<file path="config.mk">
export PLATFORM = sky130hd
export DESIGN_NAME = ccwang_norm_cell
export DESIGN_NICKNAME = d
export VERILOG_FILES = /design/src/rtl/ccwang_pkg.sv /design/src/rtl/ccwang_norm_cell.sv
export SDC_FILE = /design/constraint.sdc
export NUM_CORES = 1
export LEC_CHECK = 0
export BUFFER_PORTS_ARGS = -buffer_cell sky130_fd_sc_hd__buf_2
export CAP_MARGIN = 15
export CORE_ASPECT_RATIO = 0.9
export CORE_MARGIN = 10
export CORE_UTILIZATION = 45
export DETAILED_ROUTE_END_ITERATION = 10
export GPL_ROUTABILITY_DRIVEN = 0
export PLACE_DENSITY = 0.78
export RECOVER_POWER = 25
export SLEW_MARGIN = 20
export SYNTH_ARGS = -nofsm -noshare
export SYNTH_HDL_FRONTEND = slang
export SYNTH_SLANG_ARGS = --single-unit
</file>
<file path="constraint.sdc">
create_clock -name clk -period 6.4 [get_ports clk]
set_clock_uncertainty 0.2 [all_clocks]
set_input_delay 0.32 -clock clk [delete_from_list [all_inputs] [get_ports clk]]
set_output_delay 0.32 -clock clk [all_outputs]
set_load 0.005 [all_outputs]
</file>
<file path="src/rtl/ccwang_pkg.sv">
// ----------------------------------------------------------------------------
// ccwang_pkg - shared types and constants for the ccw angle block
// item formats, pipeline buses, fixed angle codes and the cordic atan table
// ----------------------------------------------------------------------------
package ccwang_pkg;

  // coordinate and product widths
  localparam int COORD_WIDTH       = 16;
  localparam int CORDIC_STAGES_DEF = 16;
  localparam int PROD_W            = 2 * COORD_WIDTH;
  localparam int SUM_W             = PROD_W + 1;
  localparam int MAG_W             = PROD_W;

  // normalized magnitude lies in [2^29, 2^30)
  localparam int NORM_W     = 30;
  localparam int JUST_W     = (MAG_W > NORM_W) ? MAG_W : NORM_W;
  localparam int NORM_STEPS = $clog2(JUST_W);

  // cordic datapath
  localparam int CW       = NORM_W + 4;
  localparam int ZW       = 33;
  localparam int ACC_FRAC = 16;
  localparam int TAB_LEN  = 24;

  // result angle in 1/128 degree
  localparam int ANGLE_W = 16;
  localparam logic [ANGLE_W-1:0] ANG_ZERO    = 16'd0;
  localparam logic [ANGLE_W-1:0] ANG_QUARTER = 16'd11520;
  localparam logic [ANGLE_W-1:0] ANG_HALF    = 16'd23040;
  localparam logic [ANGLE_W-1:0] ANG_THREE_Q = 16'd34560;
  localparam logic [ANGLE_W-1:0] ANG_FULL    = 16'd46080;

  // accumulator constants, units of 2^-23 degree
  localparam logic signed [ZW-1:0] Z_QUARTER_TURN = 33'sd754974720;
  localparam logic signed [ZW-1:0] FULL_TURN_Z    = 33'sd3019898880;
  localparam logic signed [ZW-1:0] ROUND_Z        = 33'sd32768;

  typedef struct packed {
    logic signed [COORD_WIDTH-1:0] ref_x;
    logic signed [COORD_WIDTH-1:0] ref_y;
    logic signed [COORD_WIDTH-1:0] tgt_x;
    logic signed [COORD_WIDTH-1:0] tgt_y;
  } in_item_t;

  typedef struct packed {
    logic [ANGLE_W-1:0] angle_deg;
    logic               zero_vector;
  } out_item_t;

  // result decided early, bypasses the cordic
  typedef struct packed {
    logic               forced;
    logic               zero_vector;
    logic [ANGLE_W-1:0] angle;
  } side_t;

  typedef struct packed {
    logic              valid;
    logic              c_neg;
    logic              d_neg;
    logic [JUST_W-1:0] c_mag;
    logic [JUST_W-1:0] d_mag;
    side_t             side;
  } norm_t;

  typedef struct packed {
    logic                 valid;
    logic signed [CW-1:0] x;
    logic signed [CW-1:0] y;
    logic signed [ZW-1:0] z;
    side_t                side;
  } rot_t;

  // atan(2^-i) in units of 2^-23 degree, rounded to nearest
  function automatic logic signed [ZW-1:0] atan_z(input int idx);
    logic signed [ZW-1:0] val;
    case (idx)
      0:       val = 33'sd377487360;
      1:       val = 33'sd222843801;
      2:       val = 33'sd117744544;
      3:       val = 33'sd59768969;
      4:       val = 33'sd30000467;
      5:       val = 33'sd15014858;
      6:       val = 33'sd7509261;
      7:       val = 33'sd3754860;
      8:       val = 33'sd1877459;
      9:       val = 33'sd938733;
      10:      val = 33'sd469367;
      11:      val = 33'sd234683;
      12:      val = 33'sd117342;
      13:      val = 33'sd58671;
      14:      val = 33'sd29335;
      15:      val = 33'sd14668;
      16:      val = 33'sd7334;
      17:      val = 33'sd3667;
      18:      val = 33'sd1833;
      19:      val = 33'sd917;
      20:      val = 33'sd458;
      21:      val = 33'sd229;
      22:      val = 33'sd115;
      23:      val = 33'sd57;
      default: val = '0;
    endcase
    return val;
  endfunction

endpackage

</file>
<file path="src/rtl/ccwang_norm_cell.sv">
// ----------------------------------------------------------------------------
// ccwang_norm_cell - one step of the common left-justify shift
// shifts both magnitudes by SHIFT when the top SHIFT bits of both are clear
// ----------------------------------------------------------------------------
module ccwang_norm_cell #(
  parameter int SHIFT = 1
) (
  input  logic              clk,
  input  logic              rst_n,
  input  logic              en,
  input  ccwang_pkg::norm_t cell_i,
  output ccwang_pkg::norm_t cell_o
);
  import ccwang_pkg::*;

  logic [JUST_W-1:0] both_mag;
  norm_t             cell_r;
  norm_t             cell_nxt;

  always_comb begin
    both_mag = cell_i.c_mag | cell_i.d_mag;
    cell_nxt = cell_i;
    if ((both_mag >> (JUST_W - SHIFT)) == '0) begin
      cell_nxt.c_mag = cell_i.c_mag << SHIFT;
      cell_nxt.d_mag = cell_i.d_mag << SHIFT;
    end
  end

  always_ff @(posedge clk) begin
    if (!rst_n) begin
      cell_r.valid <= 1'b0;
    end else if (en) begin
      cell_r <= cell_nxt;
    end
  end

  assign cell_o = cell_r;

endmodule

</file>
==> impl_metrics.yaml <==
sta:
  timing.final.crit_share_pct: 28.9
  fin_crit_ns: 1.85
  clock.fmax_ghz: 0.541
  hold_ws_ns: 0.0426
  rsz0062_at_grt: "no"
  fin_tns_setup_ns: 0
  setup_viol_count_final: 0
  worst_pin_slew_ns: 0.768
  timing.slew.headroom_pct: 48.8
  slew_viol_final: 0
  finalHoldViolCount: 0
global_route:
  antenna_found_initial: 0
  grt_first_pass_wirelength_microns: 13500
  grtUsageTotal_pct: 15.3
  grt_max_degree: 85
  grt-ovfl-total: 0
  first_global_vias: 2385
yosys:
  synth.most_common_cell: "edfxtp_1"
  syn_nets: 249
  yosysTopAreaCell: "edfxtp_1"
  synth_top_cell_area_share_pct: 75.0
  seq_area_frac_synth_pct: 75.6
  ys_top_cells_by_area: "edfxtp_1 75%, mux2_2 18%, clkbuf_8 2.0%, mux2_1 1.7%, dfxtp_1 0.60%"
  synthesis.area_sq_um: 3360
  ys_seq_elements: 85
  synth_edf_count: 84
  synth.distinct_cells: 13
  yosysWarnings: 0
  async_flop_share_pct: 0
  synthFlopType: "edfxtp_1"
  syn_inst: 161
  synthTopCellsByCount: "84 x edfxtp_1, 55 x mux2_2, 5 x clkbuf_8, 5 x mux2_1, 3 x nor2b_1"
  synth.avg_cell_area_sq_um: 20.9
route:
  dr_total_vias: 2220
  ant_nets: 0
  wirelength_microns: 9060
  drc: 0
  first_pass_iters: 4
  via_per_inst: 4.85
  wire_per_inst_microns: 19.8
  drtIter0Drc: 112
worst_setup_path:
  reg2reg_slack_ns: 5.60
  start_kind: "input pin"
  arrival_ns: 1.67
  required_ns: 6.23
  worstSetupEndpointType: "flip-flop"
  worstSetupPathType: "input pin to flip-flop"
  cp_slowest_cell: "dlygate4sd3_1"
  crit_chain: "dlygate4sd3_1, buf_2, and2_4, buf_16"
  path_max_fanout: 59
  max_stage_delay_ns: 0.53
clocking:
  worst_skew_pair.late_latency_ns: 0.34
  cts_inserted_buffers: 9
  cts.sinks: 85
  cts.path.max_buffers: 2
  clk_pin_slew_worst_paths_ns: 0.08
  cts-resized-gates: 0
  cts_hold_buf: 21
  cts_setup_buffers: 0
  cts_max_level: 3
  tritoncts: "yes"
  cts_root_buf: "clkbuf_8"
job:
  drv_cap: 0
status:
  status: "complete, no violations"
power:
  p_leak_uw: 0.00183
  ir_drop_mv: 0.159
  power.density_nw_per_um2: 261
layout:
  largest_register_ffs: 85
  fin_cells: 458
  drive_gt1_share_pct: 56.4
  area_growth_pct: 39.0
  nNetsFinal: 449
  num_antenna_cells: 0
  stdcell_area_sq_um: 4680
  final_util_pct: 65.4
floorplanning:
  die_area_sq_um: 11300
  fp.dieH_microns: 102
  rows: 29
  num_io_pins: 173
  die_x_microns: 111
  start_util_pct: 47.1
  core_sq_um: 7150
placement:
  io_buffers: 172
  placed_area_sq_um: 4270
  dp_hpwl_microns: 6900
  place_inst: 421
worst_hold_path:
  hold_path.class: "input pin to flip-flop"
==> power by group <==
part | total (uW) | internal [uW] | switching, uW
logic | 142 | 76.5 | 65.4
registers | 668 | 658 | 10.1
clock network | 410 | 222 | 189
==> cells by family (layout without fill, tap and decap cells) <==
kind of cell / Yosys count / in the layout / synth area share (%)
flip-flops: 85 / 85 / 75.6
multiplexers: 61 / 61 / 20.4
buffers and inverters: 8 / 212 / 2.60
AO/OA/AOI/OAI: 2 / 2 / 0.372
AND/OR/NAND/NOR: 5 / 5 / 1.08
==> cells in the final DEF, fill, tap and decap left out, types with 2 or more instances in the layout <==
master | netlist | routed
buf_2 | 0 | 132
edfxtp_1 | 84 | 84
mux2_2 | 55 | 55
clkbuf_1 | 0 | 39
dlygate4sd3_1 | 0 | 21
clkbuf_8 | 5 | 9
mux2_1 | 5 | 5
nor2b_1 | 3 | 3
inv_1 | 2 | 2
bufinv_16 | 0 | 2
clkinvlp_4 | 0 | 2
==> layout make-up <==
class / count / area, sq um
clock buffers: 9 / 124
clock inverters: 6 / 95.1
fillers: 546 / 2470
inverters: 2 / 7.51
multi-input cells: 68 / 737
flip-flops and latches: 85 / 2540
well taps: 93 / 116
repair buffers: 195 / 1060
==> critical path: cells and delay by family <==
family	cells	cell delay, ns
buf+inv	3	0.96
simple gates	1	0.37
==> final timing paths <==
kind	start	end	cells after the start
worst max-delay path	rst_n	cell_o[38]	4
worst min-delay path	cell_i[84]	cell_o[84]	3
worst max register to register	cell_o[84]	cell_o[84]	2
worst min register to register	cell_o[84]	cell_o[84]	2
==> through the flow <==
| step | setup slack (ns) | total power (uW) |
|---|---|---|
| finish | 4.55 | 1220 |
| floorplan | 3.48 | 738 |
| CTS | 4.34 | 1240 |
| global route | 4.50 | 1270 |
| global placement | 4.37 | 810 |
| detailed placement | 4.34 | 818 |
==> per-layer routing <==
layer,up-vias,track usage (%),share of wire (%)
li1,1037,-,-
met1,1050,16.8,38
met2,129,27.0,52
met3,4,7.21,9.5
met4,0,2.96,0.31
met5,-,0,0
No activity file was read; power rests on OpenSTA's default activity.
