<file path="config.mk">
export PLATFORM = sky130hd
export DESIGN_NAME = ccwang_front
export DESIGN_NICKNAME = d
export VERILOG_FILES = /design/src/rtl/ccwang_pkg.sv /design/src/rtl/ccwang_front.sv
export SDC_FILE = /design/constraint.sdc
export NUM_CORES = 2
export LEC_CHECK = 0
export BUFFER_PORTS_ARGS = -buffer_cell sky130_fd_sc_hd__buf_4
export CORE_AREA = 4 4 358 254
export CTS_CLUSTER_SIZE = 8
export DETAILED_ROUTE_END_ITERATION = 8
export DIE_AREA = 0 0 362 258
export PLACE_DENSITY = 0.79
export SYNTH_ARGS = -nofsm -noshare
export SYNTH_HDL_FRONTEND = slang
export SYNTH_SLANG_ARGS = --single-unit
</file>
<file path="constraint.sdc">
create_clock -name clk -period 11.15 [get_ports clk]
set_input_delay 1.115 -clock clk [delete_from_list [all_inputs] [get_ports clk]]
set_output_delay 1.115 -clock clk [all_outputs]
set_load 0.01 [all_outputs]
</file>
<file path="src/rtl/ccwang_pkg.sv">
// ----------------------------------------------------------------------------
// ccwang_pkg - shared types and constants for the ccw angle block
// item formats, pipeline buses, fixed angle codes and the cordic atan table
// ----------------------------------------------------------------------------
package ccwang_pkg;

  // coordinate and product widths
  localparam int COORD_WIDTH       = 16;
  localparam int CORDIC_STAGES_DEF = 16;
  localparam int PROD_W            = 2 * COORD_WIDTH;
  localparam int SUM_W             = PROD_W + 1;
  localparam int MAG_W             = PROD_W;

  // normalized magnitude lies in [2^29, 2^30)
  localparam int NORM_W     = 30;
  localparam int JUST_W     = (MAG_W > NORM_W) ? MAG_W : NORM_W;
  localparam int NORM_STEPS = $clog2(JUST_W);

  // cordic datapath
  localparam int CW       = NORM_W + 4;
  localparam int ZW       = 33;
  localparam int ACC_FRAC = 16;
  localparam int TAB_LEN  = 24;

  // result angle in 1/128 degree
  localparam int ANGLE_W = 16;
  localparam logic [ANGLE_W-1:0] ANG_ZERO    = 16'd0;
  localparam logic [ANGLE_W-1:0] ANG_QUARTER = 16'd11520;
  localparam logic [ANGLE_W-1:0] ANG_HALF    = 16'd23040;
  localparam logic [ANGLE_W-1:0] ANG_THREE_Q = 16'd34560;
  localparam logic [ANGLE_W-1:0] ANG_FULL    = 16'd46080;

  // accumulator constants, units of 2^-23 degree
  localparam logic signed [ZW-1:0] Z_QUARTER_TURN = 33'sd754974720;
  localparam logic signed [ZW-1:0] FULL_TURN_Z    = 33'sd3019898880;
  localparam logic signed [ZW-1:0] ROUND_Z        = 33'sd32768;

  typedef struct packed {
    logic signed [COORD_WIDTH-1:0] ref_x;
    logic signed [COORD_WIDTH-1:0] ref_y;
    logic signed [COORD_WIDTH-1:0] tgt_x;
    logic signed [COORD_WIDTH-1:0] tgt_y;
  } in_item_t;

  typedef struct packed {
    logic [ANGLE_W-1:0] angle_deg;
    logic               zero_vector;
  } out_item_t;

  // result decided early, bypasses the cordic
  typedef struct packed {
    logic               forced;
    logic               zero_vector;
    logic [ANGLE_W-1:0] angle;
  } side_t;

  typedef struct packed {
    logic              valid;
    logic              c_neg;
    logic              d_neg;
    logic [JUST_W-1:0] c_mag;
    logic [JUST_W-1:0] d_mag;
    side_t             side;
  } norm_t;

  typedef struct packed {
    logic                 valid;
    logic signed [CW-1:0] x;
    logic signed [CW-1:0] y;
    logic signed [ZW-1:0] z;
    side_t                side;
  } rot_t;

  // atan(2^-i) in units of 2^-23 degree, rounded to nearest
  function automatic logic signed [ZW-1:0] atan_z(input int idx);
    logic signed [ZW-1:0] val;
    case (idx)
      0:       val = 33'sd377487360;
      1:       val = 33'sd222843801;
      2:       val = 33'sd117744544;
      3:       val = 33'sd59768969;
      4:       val = 33'sd30000467;
      5:       val = 33'sd15014858;
      6:       val = 33'sd7509261;
      7:       val = 33'sd3754860;
      8:       val = 33'sd1877459;
      9:       val = 33'sd938733;
      10:      val = 33'sd469367;
      11:      val = 33'sd234683;
      12:      val = 33'sd117342;
      13:      val = 33'sd58671;
      14:      val = 33'sd29335;
      15:      val = 33'sd14668;
      16:      val = 33'sd7334;
      17:      val = 33'sd3667;
      18:      val = 33'sd1833;
      19:      val = 33'sd917;
      20:      val = 33'sd458;
      21:      val = 33'sd229;
      22:      val = 33'sd115;
      23:      val = 33'sd57;
      default: val = '0;
    endcase
    return val;
  endfunction

endpackage

</file>
<file path="src/rtl/ccwang_front.sv">
// ----------------------------------------------------------------------------
// ccwang_front - products, cross and dot, sign and magnitude
// three register stages: products, sums, magnitudes plus early results
// ----------------------------------------------------------------------------
module ccwang_front (
  input  logic                 clk,
  input  logic                 rst_n,
  input  logic                 en,
  input  logic                 in_valid,
  input  ccwang_pkg::in_item_t in_item,
  output ccwang_pkg::norm_t    norm_o
);
  import ccwang_pkg::*;

  logic                    a_valid_r;
  logic                    a_zero_r;
  logic signed [PROD_W-1:0] a_uxvy_r;
  logic signed [PROD_W-1:0] a_uyvx_r;
  logic signed [PROD_W-1:0] a_uxvx_r;
  logic signed [PROD_W-1:0] a_uyvy_r;
  logic                    a_zero_nxt;

  logic                    b_valid_r;
  logic                    b_zero_r;
  logic signed [SUM_W-1:0] b_cross_r;
  logic signed [SUM_W-1:0] b_dot_r;

  logic signed [SUM_W-1:0] c_abs;
  logic signed [SUM_W-1:0] d_abs;
  norm_t                   norm_r;
  norm_t                   norm_nxt;

  assign a_zero_nxt = (in_item.ref_x == '0 && in_item.ref_y == '0) ||
                      (in_item.tgt_x == '0 && in_item.tgt_y == '0);

  // magnitude and early result selection
  always_comb begin
    c_abs = b_cross_r[SUM_W-1] ? -b_cross_r : b_cross_r;
    d_abs = b_dot_r[SUM_W-1] ? -b_dot_r : b_dot_r;
    norm_nxt.valid = b_valid_r;
    norm_nxt.c_neg = b_cross_r[SUM_W-1];
    norm_nxt.d_neg = b_dot_r[SUM_W-1];
    norm_nxt.c_mag = JUST_W'(c_abs[MAG_W-1:0]);
    norm_nxt.d_mag = JUST_W'(d_abs[MAG_W-1:0]);
    norm_nxt.side.forced      = 1'b1;
    norm_nxt.side.zero_vector = 1'b0;
    norm_nxt.side.angle       = ANG_ZERO;
    if (b_zero_r) begin
      norm_nxt.side.zero_vector = 1'b1;
    end else if (b_cross_r == '0) begin
      norm_nxt.side.angle = b_dot_r[SUM_W-1] ? ANG_HALF : ANG_ZERO;
    end else if (b_dot_r == '0) begin
      norm_nxt.side.angle = b_cross_r[SUM_W-1] ? ANG_THREE_Q : ANG_QUARTER;
    end else begin
      norm_nxt.side.forced = 1'b0;
    end
  end

  always_ff @(posedge clk) begin
    if (!rst_n) begin
      a_valid_r    <= 1'b0;
      b_valid_r    <= 1'b0;
      norm_r.valid <= 1'b0;
    end else if (en) begin
      a_valid_r <= in_valid;
      a_zero_r  <= a_zero_nxt;
      a_uxvy_r  <= in_item.ref_x * in_item.tgt_y;
      a_uyvx_r  <= in_item.ref_y * in_item.tgt_x;
      a_uxvx_r  <= in_item.ref_x * in_item.tgt_x;
      a_uyvy_r  <= in_item.ref_y * in_item.tgt_y;
      b_valid_r <= a_valid_r;
      b_zero_r  <= a_zero_r;
      b_cross_r <= SUM_W'(a_uxvy_r) - SUM_W'(a_uyvx_r);
      b_dot_r   <= SUM_W'(a_uxvx_r) + SUM_W'(a_uyvy_r);
      norm_r    <= norm_nxt;
    end
  end

  assign norm_o = norm_r;

endmodule

</file>
==> results.json <==
{
  "status": "completed",
  "port_buffers": 144,
  "synth-simple-area-share_pct": 13.8,
  "critPathLaunchType": "input port",
  "seq_area_frac_synth_pct": 15.6,
  "cts_max_level": 2,
  "layout_setup_ws_ns": 3.83,
  "finalInstanceArea_um2": 55200,
  "min_period_ns": 7.32,
  "netlist_instances": 5333,
  "worstMarginPinSlew_ns": 1.15,
  "core_um2": 87600,
  "grt_pass1_wl_mm": 207,
  "hold_violations": 0,
  "rsz0062_at_grt": "false",
  "synth_edf_count": 270,
  "drive_above_1_share_pct": 4.33,
  "cts_sinks": 273,
  "endpoint_kind": "flop",
  "max_slew_margin_pct": 23.1,
  "nets": 6828,
  "via_per_inst": 5.66,
  "netlist_area_um2": 52200,
  "cp_max_fo": 33,
  "start_util_pct": 59.7,
  "fmaxAchievable_mhz": 137,
  "worstSetupPathType": "in -> reg",
  "yosys.area_share.adder_pct": 49.7,
  "synth_xor_area_share_pct": 4.12,
  "vias": 36800,
  "firstDrtPassIters": 6,
  "cts_tree": "built",
  "clk_latency_ns": 0.58,
  "grt_max_degree": 83,
  "fin_crit_sh_pct": 65.6,
  "drc": 0,
  "clk_pin_slew_ns": 0.05,
  "crit_arrival_ns": 7.61,
  "yosysWarnings": 0,
  "drt_iter0_markers": 3561,
  "postCtsSetupRepairBufs": 0,
  "tns_ns": 0,
  "drv_slew": 0,
  "pre_cts_slack_ns": 3.41,
  "fin_skew_ns": 0.0498,
  "setup_viol": 0,
  "cts-root-buf": "clkbuf_16",
  "clk_path_buf_depth": 3,
  "timing.max_cap.violations": 0,
  "grt-ovfl-total": 0,
  "post_drt_wl_per_cell_um": 19.3,
  "pin_count": 153,
  "ant_nets": 0,
  "avgSynthCellArea_um2": 9.80,
  "die_h_um": 258,
  "min_path_type": "reg -> reg",
  "grt_usage_pct": 27.9,
  "gp_congestion": 0.945,
  "ys_seq_elements": 273,
  "area_delta_synth_final_pct": 5.63,
  "cts_hold_buf": 0,
  "fillCellCount": 6940,
  "placedInstanceArea_um2": 54000,
  "drt_wl_total_mm": 125,
  "synthArstFlopShare_pct": 0,
  "cts_buffers": 41,
  "dieArea_um2": 93400,
  "hpwl_mm": 96.7,
  "antenna_found_initial": 5,
  "ys_types": 76,
  "die_w_um": 362,
  "synth_top_family_by_area": "adder cells",
  "grt_pass1_vias": 39000,
  "post_cts_resized": 0,
  "muxShareOfSynthArea_pct": 0.0766,
  "crit_required_ns": 11.44,
  "synth_compound_area_share_pct": 6.37,
  "placementRows": 91,
  "synthFlopType": "edfxtp_1"
}
cells in the mapped netlist (71+ instances only):
cell	number	area (um2)
inv_1	1208	4530
clkbuf_1	206	773
fa_1	1050	21000
a21o_1	71	533
edfxtp_1	270	8110
and2_1	504	3150
a21oi_1	150	751
xnor2_1	207	1810
nor2_1	133	499
ha_1	394	4930
nand2_1	561	2110
o21ai_0	99	495
registers in the layout, indices dropped and copies added, names as in the netlist:
name       flops
norm_o        75
b_cross_r     33
b_dot_r       33
a_uxvx_r      32
a_uxvy_r      32
a_uyvx_r      32
a_uyvy_r      32
a_valid_r      1
a_zero_r       1
b_valid_r      1
b_zero_r       1
worst max-delay path: stages:
cell and delay [ns]:
buf_4 0.40, nand2_1 0.17, inv_1 0.16, fa_1 0.56
fa_1 0.95, fa_1 0.55, fa_1 0.51, fa_1 0.49
inv_1 0.05, fa_1 0.47, inv_1 0.04, ha_1 0.31
and4_1 0.28, and2_1 0.17, nand2_1 0.06, o21ai_0 0.40
o221ai_1 0.38, o2111ai_1 0.29, a21oi_1 0.11, xnor2_1 0.13
layout make-up:
type	instances	area, um2	area share, %
Multi-Input combinational cell	3642	38700	70.2
Sequential cell	273	8170	14.8
Clock buffer	61	1120	2.03
Clock inverter	5	57.6	0.104
Timing Repair Buffer	150	1130	2.04
Inverter	1208	4530	8.22
Antenna cell	2	5.00	0.00907
Tap cell	1162	1450	2.63
path summary, 6_finish.rpt:
path	startpoint	endpoint	slack (ns)	cells after the start
max reg2reg	b_cross_r[2]	norm_o[11]	7.55	8
min	a_zero_r	b_zero_r	0.43	0
max	in_item[47]	a_uyvx_r[30]	3.83	20
min reg2reg	a_zero_r	b_zero_r	0.43	0
cells by family (layout without fill, tap and decap cells):
| group | Yosys count | in the layout |
|---|---|---|
| DFF | 273 | 273 |
| adders and majority gates | 1444 | 1444 |
| other | 1 | 10 |
| xor gates and xnor gates | 246 | 246 |
| AOI/OAI and AO/OA | 510 | 510 |
| muxes | 4 | 4 |
| buffers and inverters | 1425 | 1424 |
| and+or+nand+nor | 1430 | 1430 |
placed cells by master, fill, tap and decap left out, types with 21 or more instances in the layout:
cell	n
a21o_1	71
a21oi_1	150
and2_1	503
buf_4	150
clkbuf_16	42
edfxtp_1	270
fa_1	1050
ha_1	394
inv_1	1208
nand2_1	561
nand2b_1	35
nand3_1	37
nor2_1	133
nor2b_1	21
nor4_1	22
o21ai_0	99
o21bai_1	21
o31ai_1	21
xnor2_1	207
xor2_1	39
stage by stage:
stage               hold slack, ns  cells  utilization, %
floorplan                    0.400   5340               -
global placement             0.420   6435            61.7
detailed placement           0.418   6435            61.7
CTS                          0.430   6501            63.0
global route                 0.435   6502            63.0
finish                       0.428   6503            63.0
layer usage:
metal	vias up	track usage (%)	wire, um
li1	16200	-	-
met1	18500	40.1	52300
met2	1786	41.3	53900
met4	0	7.38	3680
met5	-	0	0
met3	267	8.93	15400
Power is not shown: default switching activity piles up to over one toggle a cycle in this logic, so the estimate is an artifact.
