### src/rtl/ccwang_pkg.sv
// ----------------------------------------------------------------------------
// ccwang_pkg - shared types and constants for the ccw angle block
// item formats, pipeline buses, fixed angle codes and the cordic atan table
// ----------------------------------------------------------------------------
package ccwang_pkg;

  // coordinate and product widths
  localparam int COORD_WIDTH       = 16;
  localparam int CORDIC_STAGES_DEF = 16;
  localparam int PROD_W            = 2 * COORD_WIDTH;
  localparam int SUM_W             = PROD_W + 1;
  localparam int MAG_W             = PROD_W;

  // normalized magnitude lies in [2^29, 2^30)
  localparam int NORM_W     = 30;
  localparam int JUST_W     = (MAG_W > NORM_W) ? MAG_W : NORM_W;
  localparam int NORM_STEPS = $clog2(JUST_W);

  // cordic datapath
  localparam int CW       = NORM_W + 4;
  localparam int ZW       = 33;
  localparam int ACC_FRAC = 16;
  localparam int TAB_LEN  = 24;

  // result angle in 1/128 degree
  localparam int ANGLE_W = 16;
  localparam logic [ANGLE_W-1:0] ANG_ZERO    = 16'd0;
  localparam logic [ANGLE_W-1:0] ANG_QUARTER = 16'd11520;
  localparam logic [ANGLE_W-1:0] ANG_HALF    = 16'd23040;
  localparam logic [ANGLE_W-1:0] ANG_THREE_Q = 16'd34560;
  localparam logic [ANGLE_W-1:0] ANG_FULL    = 16'd46080;

  // accumulator constants, units of 2^-23 degree
  localparam logic signed [ZW-1:0] Z_QUARTER_TURN = 33'sd754974720;
  localparam logic signed [ZW-1:0] FULL_TURN_Z    = 33'sd3019898880;
  localparam logic signed [ZW-1:0] ROUND_Z        = 33'sd32768;

  typedef struct packed {
    logic signed [COORD_WIDTH-1:0] ref_x;
    logic signed [COORD_WIDTH-1:0] ref_y;
    logic signed [COORD_WIDTH-1:0] tgt_x;
    logic signed [COORD_WIDTH-1:0] tgt_y;
  } in_item_t;

  typedef struct packed {
    logic [ANGLE_W-1:0] angle_deg;
    logic               zero_vector;
  } out_item_t;

  // result decided early, bypasses the cordic
  typedef struct packed {
    logic               forced;
    logic               zero_vector;
    logic [ANGLE_W-1:0] angle;
  } side_t;

  typedef struct packed {
    logic              valid;
    logic              c_neg;
    logic              d_neg;
    logic [JUST_W-1:0] c_mag;
    logic [JUST_W-1:0] d_mag;
    side_t             side;
  } norm_t;

  typedef struct packed {
    logic                 valid;
    logic signed [CW-1:0] x;
    logic signed [CW-1:0] y;
    logic signed [ZW-1:0] z;
    side_t                side;
  } rot_t;

  // atan(2^-i) in units of 2^-23 degree, rounded to nearest
  function automatic logic signed [ZW-1:0] atan_z(input int idx);
    logic signed [ZW-1:0] val;
    case (idx)
      0:       val = 33'sd377487360;
      1:       val = 33'sd222843801;
      2:       val = 33'sd117744544;
      3:       val = 33'sd59768969;
      4:       val = 33'sd30000467;
      5:       val = 33'sd15014858;
      6:       val = 33'sd7509261;
      7:       val = 33'sd3754860;
      8:       val = 33'sd1877459;
      9:       val = 33'sd938733;
      10:      val = 33'sd469367;
      11:      val = 33'sd234683;
      12:      val = 33'sd117342;
      13:      val = 33'sd58671;
      14:      val = 33'sd29335;
      15:      val = 33'sd14668;
      16:      val = 33'sd7334;
      17:      val = 33'sd3667;
      18:      val = 33'sd1833;
      19:      val = 33'sd917;
      20:      val = 33'sd458;
      21:      val = 33'sd229;
      22:      val = 33'sd115;
      23:      val = 33'sd57;
      default: val = '0;
    endcase
    return val;
  endfunction

endpackage

### src/rtl/ccwang_cordic_cell.sv
// ----------------------------------------------------------------------------
// ccwang_cordic_cell - one vectoring micro-rotation
// drives y toward zero and accumulates the matching atan step in z
// ----------------------------------------------------------------------------
module ccwang_cordic_cell #(
  parameter int STAGE = 0
) (
  input  logic             clk,
  input  logic             rst_n,
  input  logic             en,
  input  ccwang_pkg::rot_t cell_i,
  output ccwang_pkg::rot_t cell_o
);
  import ccwang_pkg::*;

  localparam logic signed [ZW-1:0] ANGLE_STEP = atan_z(STAGE);

  logic signed [CW-1:0] xs;
  logic signed [CW-1:0] ys;
  rot_t                 cell_r;
  rot_t                 cell_nxt;

  always_comb begin
    xs       = cell_i.x >>> STAGE;
    ys       = cell_i.y >>> STAGE;
    cell_nxt = cell_i;
    if (!cell_i.y[CW-1]) begin
      cell_nxt.x = cell_i.x + ys;
      cell_nxt.y = cell_i.y - xs;
      cell_nxt.z = cell_i.z + ANGLE_STEP;
    end else begin
      cell_nxt.x = cell_i.x - ys;
      cell_nxt.y = cell_i.y + xs;
      cell_nxt.z = cell_i.z - ANGLE_STEP;
    end
  end

  always_ff @(posedge clk) begin
    if (!rst_n) begin
      cell_r.valid <= 1'b0;
    end else if (en) begin
      cell_r <= cell_nxt;
    end
  end

  assign cell_o = cell_r;

endmodule
### config.mk
export PLATFORM = sky130hd
export DESIGN_NAME = ccwang_cordic_cell
export DESIGN_NICKNAME = d
export VERILOG_FILES = /design/src/rtl/ccwang_pkg.sv /design/src/rtl/ccwang_cordic_cell.sv
export SDC_FILE = /design/constraint.sdc
export NUM_CORES = 1
export LEC_CHECK = 0
export BUFFER_PORTS_ARGS = -buffer_cell sky130_fd_sc_hd__buf_2
export CAP_MARGIN = 25
export CORE_MARGIN = 4
export CORE_UTILIZATION = 50
export DETAILED_ROUTE_END_ITERATION = 10
export PLACE_DENSITY = 0.81
export SYNTH_ARGS = -nofsm -noshare
export SYNTH_HDL_FRONTEND = slang
export SYNTH_SLANG_ARGS = --single-unit
### constraint.sdc
create_clock -name clk -period 3.5 [get_ports clk]
set_input_delay 0.35 -clock clk [delete_from_list [all_inputs] [get_ports clk]]
set_output_delay 0.35 -clock clk [all_outputs]
set_load 0.01 [all_outputs]
==> metrics.log <==
[metrics] distinct cell type count after synthesis: 71
[metrics] DR pass1 iterations: 8
[metrics] P per Cell Area: 429 nW/um2
[metrics] critical path capture point type: flip-flop
[metrics] fraction of final layout cells with drive strength greater than 1: 24.7%
[metrics] max-capacitance violation count: 0
[metrics] starting density of the core: 51.2%
[metrics] Clk pwr share: 34.0%
[metrics] leakage: 5.24 nW
[metrics] Seq/Total Area, Yosys: 36.8%
[metrics] Root Driver: sky130_fd_sc_hd__clkbuf_16
[metrics] peak fanout along the critical path: 5
[metrics] Synth Area per Inst: just over 9 um2
[metrics] postcts setup bufs: 0
[metrics] fmax: around 0.32 GHz
[metrics] standard-cell rows: 50
[metrics] count of hold buffers inserted by post-cts repair: 0
[metrics] depth of the CTS H-tree: 4
[metrics] number of routed nets with antenna violations: 0
[metrics] shortest clock period the worst path allows after layout: 3.11 ns
[metrics] IO Pins: 243
[metrics] post-synthesis simple-gate area fraction: a little under an eighth
[metrics] hpwl dp: 24600 um
[metrics] final weighted congestion in routability-driven placement: 0.973
[metrics] number of fillers in the final layout: between 1500 and 2000
[metrics] Final Hold Violating Endpoints: 0
[metrics] CTS Buf Count: 17
[metrics] register share of total power: approximately 36%
[metrics] CP most frequent cell: sky130_fd_sc_hd__o21ai_0
[metrics] multiplexer share of the synthesized area: under 10%
[metrics] setup-violating endpoint count in the final report: 0
[metrics] pre-CTS WS: 0.0213 ns
[metrics] Port Buffers: 242
[metrics] most area-hungry cell type in the Yosys netlist: sky130_fd_sc_hd__edfxtp_1
[metrics] maximum clock path buffer count: 2
[metrics] WP data arrival: between 3 and 4 ns
[metrics] final critical-path setup slack: approximately 0.39 ns
[metrics] result of the run: finished clean
[metrics] warning count from the yosys run: 0
[metrics] remaining global-route overflow: 0
[metrics] top cell family by delay on the critical path: compound AO/OA/AOI/OAI gates
[metrics] part of the cycle the worst path needs: 88.9%
[metrics] via count of the first global-routing pass: 8577
[metrics] final instance area: 11900 um2
[metrics] Placement Cell Area: between 10000 and 15000 um2
[metrics] die area: 21600 um2
[metrics] final setup TNS: 0 ns
[metrics] clock tree from TritonCTS: yes
[metrics] type of element launching the critical path: primary input
[metrics] Synth Cell Area: 9670 um2
[metrics] combinational family with the most area after synthesis: compound AO/OA/AOI/OAI gates
[metrics] DRC violation total after the first TritonRoute iteration: 993
[metrics] Gates resized, CTS repair: 0
[metrics] top cells by instance count after synthesis: sky130_fd_sc_hd__a21oi_1, sky130_fd_sc_hd__edfxtp_1, sky130_fd_sc_hd__ha_1
[metrics] fraction of registers with async set/reset: 0%
[metrics] combinational fraction of design power: 30.2%
[metrics] Ant. Diodes: 0
[metrics] most used flip-flop cell after synthesis: sky130_fd_sc_hd__edfxtp_1
[metrics] via count: 9081
[metrics] clock transition at the registers of the reported paths: 0.06 ns
[metrics] most frequently used cell type in the post-synthesis netlist: sky130_fd_sc_hd__a21oi_1
[metrics] largest net degree at the start of global routing: 64
[metrics] via/cell ratio: 5.78
[metrics] number of flip-flops in the largest register: 119
[metrics] number of antenna violations at the first check in global routing: 0
[metrics] most area-consuming cells after synthesis: sky130_fd_sc_hd__edfxtp_1, sky130_fd_sc_hd__ha_1, sky130_fd_sc_hd__a21oi_1
[metrics] number of enable-type register cells in the synthesized netlist: 118
[metrics] number of max-slew violations in the final report: 0
[metrics] final setup skew: 0 ns
[metrics] worst slew margin relative to its limit: 57.0%
[metrics] fraction of the mapped netlist area in adder cells: 14.8%
[metrics] number of flip-flops and latches in the synthesized netlist: approximately 120
[metrics] number of clock sinks seen by CTS: 119
[metrics] switching share of power: 32.7%
[metrics] slowest cell delay on critical path: slightly below 0.6 ns
[metrics] placeable core region: 18900 um2
[metrics] worst slack on hold paths: 0.0996 ns
[metrics] instance count of the mapped netlist: 1049
[metrics] wirelength, routed: 30700 um
[metrics] series of cell instances along the critical path: buf_2 -> inv_1 -> ha_1 -> nor2b_1 -> o21ai_0 -> a21oi_1 -> o41a_1 -> a41oi_1 -> o21ai_0 -> o21ai_1 -> o2bb2ai_1 -> xnor2_1
[metrics] final net count: 1534
[metrics] unrepaired setup endpoints after global routing: false
[metrics] P&R area growth vs syn: 22.6%
[metrics] height of the die: 147 um
[metrics] Min-Delay Path Class: primary input to flip-flop
[metrics] WS Path Type: primary input to flip-flop
[metrics] Least-Margin Pin Slew: 0.645 ns
[metrics] cell-internal power: 3.42 mW
[metrics] switching power total: 1.66 mW
[metrics] Synth Area in Compound Gates: 21.8%
[metrics] XOR/XNOR share of the synthesized area: 6.61%
[metrics] clk_lat worst skew: approximately 0.42 ns
[metrics] Synth top area share: 36.6%
[metrics] worst supply voltage drop on vdd: 0.229 mV
[metrics] post-synthesis net count: ~1300
[metrics] total buffers and inverters traversed by the critical path: 2
[metrics] DRC viols: 0
[metrics] wire length of the first global-routing pass: 47000 um
[metrics] GRT Util Overall: 27.4%
[metrics] cell with the largest stage delay on the worst path: sky130_fd_sc_hd__a41oi_1
[metrics] wire per inst: 19.5 um
[metrics] WP data required: 3.67 ns
[metrics] Horiz. Die Dim: between 100 and 150 um
-- area by class of cell --
cell class | instances | area (um2) | share of cell area, %
clock buffers | 18 | 429 | 3.62
clock inverters | 14 | 150 | 1.27
inverters | 108 | 405 | 3.42
multi-input cells | 778 | 5510 | 46.5
flip-flops and latches | 119 | 3560 | 30.1
well taps | 260 | 325 | 2.74
repair buffers | 275 | 1470 | 12.4
-- path summary, 6_finish.rpt --
path	start	endpoint	slack (ns)	cells after the start
min	cell_i[11]	cell_o[11]	0.1	1
min reg2reg	cell_o[119]	cell_o[119]	0.53	2
max reg2reg	cell_o[119]	cell_o[119]	2.90	2
max	cell_i[52]	cell_o[118]	0.39	12
-- through the flow --
stage	util [%]	instances	power [mW]
after global routing	62.8	1572	5.31
after CTS	62.8	1572	5.08
after floorplan	-	1049	2.79
after global placement	59.7	1540	3.33
final	62.8	1572	5.08
after detailed placement	59.7	1540	3.35
-- layer usage --
layer  wire length [um]  track usage, %
met1              13000            37.8
met2              14300            45.5
met3               2820            4.26
met4                572            6.85
met5                  0               0
-- cell families (layout without fill, tap and decap cells) --
| kind of cell | Yosys count | count (layout) |
|---|---|---|
| AOI/OAI and AO/OA | 338 | 338 |
| and+or+nand+nor | 235 | 235 |
| buffers and inverters | 152 | 415 |
| DFF | 119 | 119 |
| adders and majority gates | 112 | 112 |
| xor gates and xnor gates | 73 | 73 |
| muxes | 20 | 20 |
-- cells in the final DEF, fill, tap and decap left out, types with 17 or more instances in the layout --
master and n:
sky130_fd_sc_hd__nand3_1 26, sky130_fd_sc_hd__o21bai_1 19, sky130_fd_sc_hd__ha_1 108, sky130_fd_sc_hd__a21oi_1 123, sky130_fd_sc_hd__o21ai_0 78, sky130_fd_sc_hd__buf_2 242, sky130_fd_sc_hd__xnor2_1 66, sky130_fd_sc_hd__inv_1 106
sky130_fd_sc_hd__nand2_1 51, sky130_fd_sc_hd__mux2i_1 20, sky130_fd_sc_hd__clkbuf_16 17, sky130_fd_sc_hd__buf_4 32, sky130_fd_sc_hd__nor2_1 76, sky130_fd_sc_hd__edfxtp_1 118
-- power groups by stage --
stage / clock network [mW] / logic (mW) / registers [mW]
after floorplan: 0 / 0.879 / 1.91
after global placement: 0 / 1.49 / 1.84
after detailed placement: 0 / 1.51 / 1.85
after CTS: 1.74 / 1.51 / 1.82
after global routing: 1.82 / 1.67 / 1.82
final: 1.73 / 1.54 / 1.82
Power figures use the tool's default switching activity.
